**src/sv/mfsf_pkg.sv**
```systemverilog
// Package with shared constants, types and codes of the MPEG-2 frame start finder.
`default_nettype none

package mfsf_pkg;

  // Width of the byte position counter and of the reported header offset.
  localparam int OFFSET_WIDTH = 16;
  localparam logic [OFFSET_WIDTH-1:0] OFFSET_MAX = {OFFSET_WIDTH{1'b1}};

  // Start code matching.
  localparam logic [23:0] HIST_ONES  = 24'hFF_FFFF;
  localparam logic [23:0] PREFIX     = 24'h00_0001;
  localparam logic [7:0]  CODE_SEQ   = 8'hB3;
  localparam logic [7:0]  CODE_GROUP = 8'hB8;
  localparam logic [7:0]  CODE_PIC   = 8'h00;

  // Start position of the three-byte start code prefix, counted back from the code byte.
  localparam logic [OFFSET_WIDTH-1:0] PREFIX_LEN = OFFSET_WIDTH'(3);

  // Picture coding types.
  typedef enum logic [1:0] {
    FT_NONE = 2'd0,
    FT_I    = 2'd1,
    FT_P    = 2'd2,
    FT_B    = 2'd3
  } picture_type_t;

  // Search phases, one-hot.
  typedef enum logic [5:0] {
    PH_SEQ   = 6'b000001,
    PH_GROUP = 6'b000010,
    PH_PIC   = 6'b000100,
    PH_SKIP  = 6'b001000,
    PH_TYPE  = 6'b010000,
    PH_IDLE  = 6'b100000
  } phase_t;

  // One result item.
  typedef struct packed {
    picture_type_t           picture_type;
    logic [OFFSET_WIDTH-1:0] header_offset;
  } result_t;

endpackage

`default_nettype wire

```
**src/sv/mpeg2_frame_start_finder.sv**
```systemverilog
// Top level of the MPEG-2 frame start finder: scanner stage followed by the output register.
`default_nettype none

// The block scans one buffer of an MPEG-2 video elementary stream, one byte per input
// transfer, with last_byte marking the final byte of the buffer. It looks for a sequence
// header code, then a group-of-pictures code, then a picture start code, each being a
// code byte right after 00 00 01; the history is cleared after every matched code. The
// picture coding type is taken from bits 5..3 of the second byte after the picture code.
// Exactly one result transfer comes out per buffer: an I, P or B type together with the
// byte offset of the sequence header's first zero byte, or type 0 with offset 0 when the
// type is something else or the buffer ends first. The offset counter saturates at its
// maximum. A new byte is accepted in every cycle unless the stall below holds it. Each byte
// waits in the input register, where the start code match and state update are done, and
// a result passes from there into the output register, which drives out_valid. The output
// register lets the scanner keep taking bytes while a result waits to be taken; only a
// byte that itself produces a result stalls while the previous result is still held.
module mpeg2_frame_start_finder (
  input  wire logic                          clk,
  input  wire logic                          rst,
  input  wire logic                          in_valid,
  output logic                               in_ready,
  input  wire logic [7:0]                    data_byte,
  input  wire logic                          last_byte,
  output logic                               out_valid,
  input  wire logic                          out_ready,
  output logic [1:0]                         picture_type,
  output logic [mfsf_pkg::OFFSET_WIDTH-1:0]  header_offset
);

  // Result handoff between the scanner and the output register.
  logic              res_valid;
  logic              res_ready;
  mfsf_pkg::result_t res;

  mfsf_scanner u_scanner (
    .clk       (clk),
    .rst       (rst),
    .in_valid  (in_valid),
    .in_ready  (in_ready),
    .data_byte (data_byte),
    .last_byte (last_byte),
    .res_valid (res_valid),
    .res_ready (res_ready),
    .res       (res)
  );

  mfsf_out_reg u_out_reg (
    .clk           (clk),
    .rst           (rst),
    .res_valid     (res_valid),
    .res_ready     (res_ready),
    .res           (res),
    .out_valid     (out_valid),
    .out_ready     (out_ready),
    .picture_type  (picture_type),
    .header_offset (header_offset)
  );

endmodule

`default_nettype wire

```
**src/sv/mfsf_scanner.sv**
```systemverilog
// Input register, start code search state and result decision for one byte per cycle when no waiting result stalls it.
`default_nettype none

module mfsf_scanner (
  input  wire logic              clk,
  input  wire logic              rst,
  input  wire logic              in_valid,
  output logic                   in_ready,
  input  wire logic [7:0]        data_byte,
  input  wire logic              last_byte,
  output logic                   res_valid,
  input  wire logic              res_ready,
  output mfsf_pkg::result_t      res
);

  // Input register.
  logic       s1_valid;
  logic [7:0] s1_byte;
  logic       s1_last;

  // Search state.
  logic [23:0]                      hist;
  mfsf_pkg::phase_t                 phase;
  logic [mfsf_pkg::OFFSET_WIDTH-1:0] pos;
  logic [mfsf_pkg::OFFSET_WIDTH-1:0] seq_start;
  logic                             answer_given;

  logic [23:0]                      hist_next;
  mfsf_pkg::phase_t                 phase_next;
  logic [mfsf_pkg::OFFSET_WIDTH-1:0] pos_next;
  logic [mfsf_pkg::OFFSET_WIDTH-1:0] seq_start_next;
  logic                             answer_given_next;

  logic [7:0]  want;
  logic        searching;
  logic        matched;
  logic [2:0]  type_field;
  logic        has_result;
  logic        s1_go;

  always_comb begin
    want      = mfsf_pkg::CODE_PIC;
    searching = 1'b0;
    unique case (phase)
      mfsf_pkg::PH_SEQ: begin
        want      = mfsf_pkg::CODE_SEQ;
        searching = 1'b1;
      end
      mfsf_pkg::PH_GROUP: begin
        want      = mfsf_pkg::CODE_GROUP;
        searching = 1'b1;
      end
      mfsf_pkg::PH_PIC: begin
        want      = mfsf_pkg::CODE_PIC;
        searching = 1'b1;
      end
      default: begin
        want      = mfsf_pkg::CODE_PIC;
        searching = 1'b0;
      end
    endcase
  end

  assign matched    = searching && (hist == mfsf_pkg::PREFIX) && (s1_byte == want);
  assign type_field = s1_byte[5:3];

  // A result is due on the type byte, or on the last byte when none was given.
  assign has_result = (phase == mfsf_pkg::PH_TYPE) || (s1_last && !answer_given);
  assign s1_go      = s1_valid && (!has_result || res_ready);
  assign in_ready   = !s1_valid || s1_go;
  assign res_valid  = s1_valid && has_result;

  always_comb begin
    res.picture_type  = mfsf_pkg::FT_NONE;
    res.header_offset = '0;
    if ((phase == mfsf_pkg::PH_TYPE) && (type_field != 3'd0) && !type_field[2]) begin
      res.picture_type  = mfsf_pkg::picture_type_t'(type_field[1:0]);
      res.header_offset = seq_start;
    end
  end

  always_comb begin
    hist_next         = hist;
    phase_next        = phase;
    seq_start_next    = seq_start;
    answer_given_next = answer_given;
    pos_next          = (pos == mfsf_pkg::OFFSET_MAX) ? pos : pos + 1'b1;

    unique case (phase)
      mfsf_pkg::PH_SEQ, mfsf_pkg::PH_GROUP, mfsf_pkg::PH_PIC: begin
        if (matched) begin
          hist_next = mfsf_pkg::HIST_ONES;
          if (phase == mfsf_pkg::PH_SEQ) begin
            seq_start_next = (pos == mfsf_pkg::OFFSET_MAX) ? mfsf_pkg::OFFSET_MAX
                                                           : pos - mfsf_pkg::PREFIX_LEN;
            phase_next     = mfsf_pkg::PH_GROUP;
          end else if (phase == mfsf_pkg::PH_GROUP) begin
            phase_next = mfsf_pkg::PH_PIC;
          end else begin
            phase_next = mfsf_pkg::PH_SKIP;
          end
        end else begin
          hist_next = {hist[15:0], s1_byte};
        end
      end
      mfsf_pkg::PH_SKIP: begin
        phase_next = mfsf_pkg::PH_TYPE;
      end
      mfsf_pkg::PH_TYPE: begin
        answer_given_next = 1'b1;
        phase_next        = mfsf_pkg::PH_IDLE;
      end
      default: begin
        phase_next = phase;
      end
    endcase

    // The end of a buffer returns everything to its reset value.
    if (s1_last) begin
      hist_next         = mfsf_pkg::HIST_ONES;
      phase_next        = mfsf_pkg::PH_SEQ;
      pos_next          = '0;
      seq_start_next    = '0;
      answer_given_next = 1'b0;
    end
  end

  always_ff @(posedge clk) begin
    if (rst) begin
      s1_valid <= 1'b0;
    end else if (in_ready) begin
      s1_valid <= in_valid;
    end
  end

  always_ff @(posedge clk) begin
    if (in_ready && in_valid) begin
      s1_byte <= data_byte;
      s1_last <= last_byte;
    end
  end

  always_ff @(posedge clk) begin
    if (rst) begin
      hist         <= mfsf_pkg::HIST_ONES;
      phase        <= mfsf_pkg::PH_SEQ;
      pos          <= '0;
      seq_start    <= '0;
      answer_given <= 1'b0;
    end else if (s1_go) begin
      hist         <= hist_next;
      phase        <= phase_next;
      pos          <= pos_next;
      seq_start    <= seq_start_next;
      answer_given <= answer_given_next;
    end
  end

  // Once the answer is out, the search waits for the end of the buffer.
  a_answer_idle: assert property (@(posedge clk) disable iff (rst)
    answer_given |-> (phase == mfsf_pkg::PH_IDLE))
    else $error("answer given but search not idle");

  // Between the picture code and the type byte the history stays cleared.
  a_hist_clear: assert property (@(posedge clk) disable iff (rst)
    ((phase == mfsf_pkg::PH_SKIP) || (phase == mfsf_pkg::PH_TYPE))
      |-> (hist == mfsf_pkg::HIST_ONES))
    else $error("history not cleared after picture code");

  // The last byte of a buffer restarts the search from its beginning.
  a_buffer_restart: assert property (@(posedge clk) disable iff (rst)
    (s1_go && s1_last) |=> ((phase == mfsf_pkg::PH_SEQ) && (pos == '0) && !answer_given))
    else $error("state not cleared after last byte");

endmodule

`default_nettype wire

```
**src/sv/mfsf_out_reg.sv**
```systemverilog
// Output register that holds one result until it is taken downstream.
`default_nettype none

module mfsf_out_reg (
  input  wire logic                              clk,
  input  wire logic                              rst,
  input  wire logic                              res_valid,
  output logic                                   res_ready,
  input  wire mfsf_pkg::result_t                 res,
  output logic                                   out_valid,
  input  wire logic                              out_ready,
  output logic [1:0]                             picture_type,
  output logic [mfsf_pkg::OFFSET_WIDTH-1:0]      header_offset
);

  mfsf_pkg::result_t held;

  assign res_ready     = !out_valid || out_ready;
  assign picture_type  = held.picture_type;
  assign header_offset = held.header_offset;

  always_ff @(posedge clk) begin
    if (rst) begin
      out_valid <= 1'b0;
    end else if (res_ready) begin
      out_valid <= res_valid;
    end
  end

  always_ff @(posedge clk) begin
    if (res_ready && res_valid) begin
      held <= res;
    end
  end

  // A result that reports no picture never carries an offset.
  a_none_no_offset: assert property (@(posedge clk) disable iff (rst)
    (out_valid && (picture_type == mfsf_pkg::FT_NONE)) |-> (header_offset == '0))
    else $error("offset reported without a picture type");

  // A result handed over from the scanner shows up at the output next cycle.
  a_result_lands: assert property (@(posedge clk) disable iff (rst)
    (res_valid && res_ready) |=> out_valid)
    else $error("result transfer lost");

  // The output register never takes a new result over one that is still waiting.
  a_no_overwrite: assert property (@(posedge clk) disable iff (rst)
    (out_valid && !out_ready) |-> !res_ready)
    else $error("waiting result could be overwritten");

endmodule

`default_nettype wire
```
**config.mk**
```make
export PLATFORM = sky130hd
export DESIGN_NAME = mpeg2_frame_start_finder
export DESIGN_NICKNAME = d
export VERILOG_FILES = /design/src/sv/mfsf_pkg.sv /design/src/sv/mpeg2_frame_start_finder.sv /design/src/sv/mfsf_scanner.sv /design/src/sv/mfsf_out_reg.sv
export SDC_FILE = /design/constraint.sdc
export NUM_CORES = 1
export LEC_CHECK = 0
export ABC_AREA = 0
export BUFFER_PORTS_ARGS = -buffer_cell sky130_fd_sc_hd__buf_2
export CELL_PAD_IN_SITES_DETAIL_PLACEMENT = 1
export CELL_PAD_IN_SITES_GLOBAL_PLACEMENT = 1
export CORE_UTILIZATION = 31
export DETAILED_ROUTE_END_ITERATION = 10
export PLACE_DENSITY = 0.66
export SYNTH_ARGS = -nofsm -noshare
export SYNTH_HDL_FRONTEND = slang
export SYNTH_SLANG_ARGS = --single-unit
```
**constraint.sdc**
```tcl
create_clock -name clk -period 2.7 [get_ports clk]
set_clock_uncertainty 0.2 [all_clocks]
set_input_delay 0.675 -clock clk [delete_from_list [all_inputs] [get_ports clk]]
set_output_delay 0.675 -clock clk [all_outputs]
set_load 0.02 [all_outputs]
```
==> load_flow_metrics.sql <==
INSERT INTO impl_metrics (metric_group, metric, value, unit) VALUES
('routing', 'first_pass_detailed_route_iteration_total', '4', ''),
('setup_path', 'ordered_cell_list_for_the_critical_path', 'nor4b_4, and2_4, o21ai_1, or2_4, buf_2', ''),
('cells_and_area', 'layout-area-overhead-vs-synth', '18.2', '%'),
('floorplanning', 'die_y', '118', 'µm'),
('clocking', 'holdBufCountCts', '0', ''),
('setup_path', 'critPathKind', 'flop to output port', ''),
('sta', 'timing_worst_slew_pin_value', '0.625', 'ns'),
('routing', 'vias', '2961', ''),
('logic_synthesis', 'synth_cells', '391', ''),
('sta', 'setup_total_negative_slack', '0', 'ns'),
('clocking', 'htree_num_levels', '3', ''),
('min_path', 'min-delay-path-class', 'flop to flop', ''),
('floorplanning', 'fp.dieW', '118', 'µm'),
('floorplanning', 'core_area', '12800', 'µm²'),
('sta', 'report.final.hold_viol_count', '0', ''),
('clocking', 'clk_transition_reported_paths', '0.06', 'ns'),
('logic_synthesis', 'synth_warnings', '0', ''),
('setup_path', 'crit_required', '1.82', 'ns'),
('floorplanning', 'rows', '41', ''),
('logic_synthesis', 'synth_area_per_cell', '10.6', 'µm²'),
('sta', 'count_of_final_max_slew_check_failures', '0', ''),
('routing', 'drc', '0', ''),
('power', 'cellInternalPower', '2.24', 'mW'),
('power', 'pwr-share-seq', '0.506', ''),
('floorplanning', 'floorplan.die_area', '13800', 'µm²'),
('floorplanning', 'io_pins', '33', ''),
('global_routing', 'maximum_number_of_pins_on_one_net_before_global_route_repair', '25', ''),
('setup_path', 'crit_slowest_cell', 'dfxtp_4', ''),
('power', 'net_switching_power_figure', '647', 'µW'),
('cells_and_area', 'ant_diodes', '0', ''),
('sta', 'timing.final.crit_share', '0.961', ''),
('power', 'switching_share', '0.224', ''),
('cells_and_area', 'nets', '444', ''),
('cells_and_area', 'final.fill_count', '1433', ''),
('routing', 'routed_wl', '9130', 'µm'),
('clocking', 'cts-buffers-inserted', '9', ''),
('floorplanning', 'initial_core_util', '0.323', ''),
('power', 'power_frac_clock', '0.439', ''),
('clocking', 'cts_num_sinks', '92', ''),
('placed_design', 'gp_congestion', '0.807', ''),
('routing', 'iteration_0_drc_count_of_the_detailed_router', '182', ''),
('cells_and_area', 'layout-drive-gt1-share', '0.209', ''),
('flow_run', 'max-cap-violations', '0', ''),
('routing', 'antenna_left', '0', ''),
('power', 'static-leakage-power', '1.89', 'nW'),
('setup_path', 'timing.critical_path.buf_inv', '1', ''),
('global_routing', 'global_route.overflow_total', '0', ''),
('clocking', 'tritoncts', 'yes', ''),
('setup_path', 'crit_path_max_incr_delay', '0.37', 'ns'),
('setup_path', 'setup.worst_path.end_class', 'output port', ''),
('logic_synthesis', 'postSynthRegisterBits', '92', ''),
('setup_path', 'worstPathArrival', '1.72', 'ns'),
('run_status', 'outcome', 'completed', ''),
('power', 'worst_ir_drop_vdd', '0.323', 'mV'),
('sta', 'maxClockFrequency', '0.385', 'GHz'),
('setup_path', 'critical_path.top_delay_family', 'simple AND/OR/NAND/NOR gates', ''),
('power', 'design_power_total', '2.89', 'mW'),
('routing', 'vias_per_cell', '4.88', ''),
('sta', 'max-slew-margin-rel', '0.582', ''),
('clocking', 'clock_latency', '0.34', 'ns'),
('placed_design', 'dp_hpwl', '6690', 'µm'),
('global_routing', 'first_pass_grt_wire_length', '15600', 'µm'),
('power', 'comb_power_share', '0.055', ''),
('clocking', 'max-clock-path-buffers', '2', ''),
('logic_synthesis', 'synth-edff-count', '27', ''),
('logic_synthesis', 'summed_instance_area_of_the_synthesized_netlist', '4150', 'µm²'),
('global_routing', 'first_global_vias', '3138', ''),
('routing', 'drt-wirelength-per-cell', '15.0', 'µm'),
('setup_path', 'worstPathMaxFanout', '6', ''),
('setup_path', 'critical_path.startpoint_type', 'flop', ''),
('logic_synthesis', 'asyncSetResetFlopFracSynth', '0', ''),
('logic_synthesis', 'synthesis.nets', '405', ''),
('logic_synthesis', 'ys_dominant_reg_cell', 'dfxtp_1', ''),
('logic_synthesis', 'synth.yosys.seq_area_share', '0.509', ''),
('global_routing', 'antenna_found_initial', '0', ''),
('sta', 'setup-violations-final', '0', ''),
('global_routing', 'grt.total_usage', '0.141', ''),
('clocking', 'cts_root_buffer', 'clkbuf_16', ''),
('placed_design', 'port_buffers', '32', ''),
('power', 'powerDensity', '590', 'nW/µm²'),
('sta', 'min_period', '2.59', 'ns'),
('sta', 'setup_repair_after_global_routing_missed_its_margin', 'no', ''),
('logic_synthesis', 'post_synth_num_cell_types', '55', '');
## sequential cells by signal (all words and copies together), names as in the netlist, 2 cells and up
register	cells
u_out_reg.picture_type	2
u_out_reg.header_offset	16
u_scanner.seq_start	16
u_scanner.pos	16
u_scanner.hist	24
u_scanner.phase	6
u_scanner.s1_byte	8
## cell families after synthesis
family,synth area share
adder cells (fa/ha/maj),0.00302
multiplexers,0.0628
flip-flops,0.509
AND/OR/NAND/NOR,0.226
AO/OA/AOI/OAI,0.114
XOR/XNOR,0.0570
buffers and inverters,0.0281
## power by group through the flow
stage,sequential [mW],combinational (mW),clock (mW)
finish,1.46,0.160,1.27
global route,1.46,0.176,1.36
floorplan,1.49,0.109,0
global placement,1.49,0.157,0
CTS,1.46,0.162,1.31
detailed placement,1.49,0.160,0
## area by class of cell
class	instances	area, µm²	area share
sequential	92	2120	0.433
inverter	3	11.3	0.00230
clock buffer	13	283	0.0577
timing repair buffer	49	300	0.0613
tap	172	215	0.0439
multi-input combinational	275	1950	0.397
clock inverter	3	25.0	0.00511
## cells in the final DEF, fill, tap and decap left out, types with 11 or more instances in the layout
cell	instances
nor4_1	14
buf_2	32
edfxtp_1	27
nor3_1	11
nor2_1	27
clkbuf_16	11
nand2_1	39
xnor2_1	22
and2_1	21
buf_4	16
mux2i_1	26
dfxtp_1	61
## synthesized netlist by cell type (all sizes together) (11+ instances only)
cell	n	share of area
a21oi	11	0.014
xnor2	22	0.046
dfxtp	65	0.31
nor4	16	0.029
clkbuf	11	0.010
mux2i	26	0.063
and2	22	0.033
edfxtp	27	0.20
nor3	13	0.020
nor2	28	0.025
o2bb2ai	16	0.049
nand2	39	0.035
o21ai	12	0.014
## routing by layer
layer	track usage	vias up	routed length, µm
met2	0.236	24	4450
met3	0.0208	12	122
met1	0.175	1444	4340
met5	0	-	0
met4	0.0721	0	212
li1	-	1481	-
## metrics by stage
| step | hold slack (ns) | cells | util | setup WS, ns | cell area [µm²] |
|---|---|---|---|---|---|
| 2_1_floorplan | 0.224 | 391 | - | 0.227 | 4150 |
| 3_3_place_gp | 0.244 | 589 | 0.355 | 0.194 | 4550 |
| 3_5_place_dp | 0.249 | 589 | 0.355 | 0.0759 | 4550 |
| 4_1_cts | 0.268 | 607 | 0.382 | 0.00839 | 4890 |
| 5_1_grt | 0.282 | 607 | 0.382 | 0.0109 | 4900 |
| 6_report | 0.262 | 607 | 0.382 | 0.105 | 4900 |
## timing repair
action / 4_1_cts / 5_1_grt
resized for setup: 8 / 2
buffers inserted: 2 / 0
setup endpoints to repair: 1 / 3
pin swaps: 2 / 2
endpoints found under the hold margin: 0 / 0
## path summary, 6_finish.rpt
kind | startpoint | to | slack [ns] | cells after the start
hold / removal | u_scanner.seq_start[1] | u_scanner.seq_start[1] | 0.26 | 1
hold reg to reg | u_scanner.seq_start[1] | u_scanner.seq_start[1] | 0.26 | 1
setup reg to reg | u_scanner.phase[4] | u_scanner.seq_start[0] | 0.15 | 6
setup / recovery | u_scanner.phase[5] | in_ready | 0.11 | 5
(Power assumes the default switching activity.)
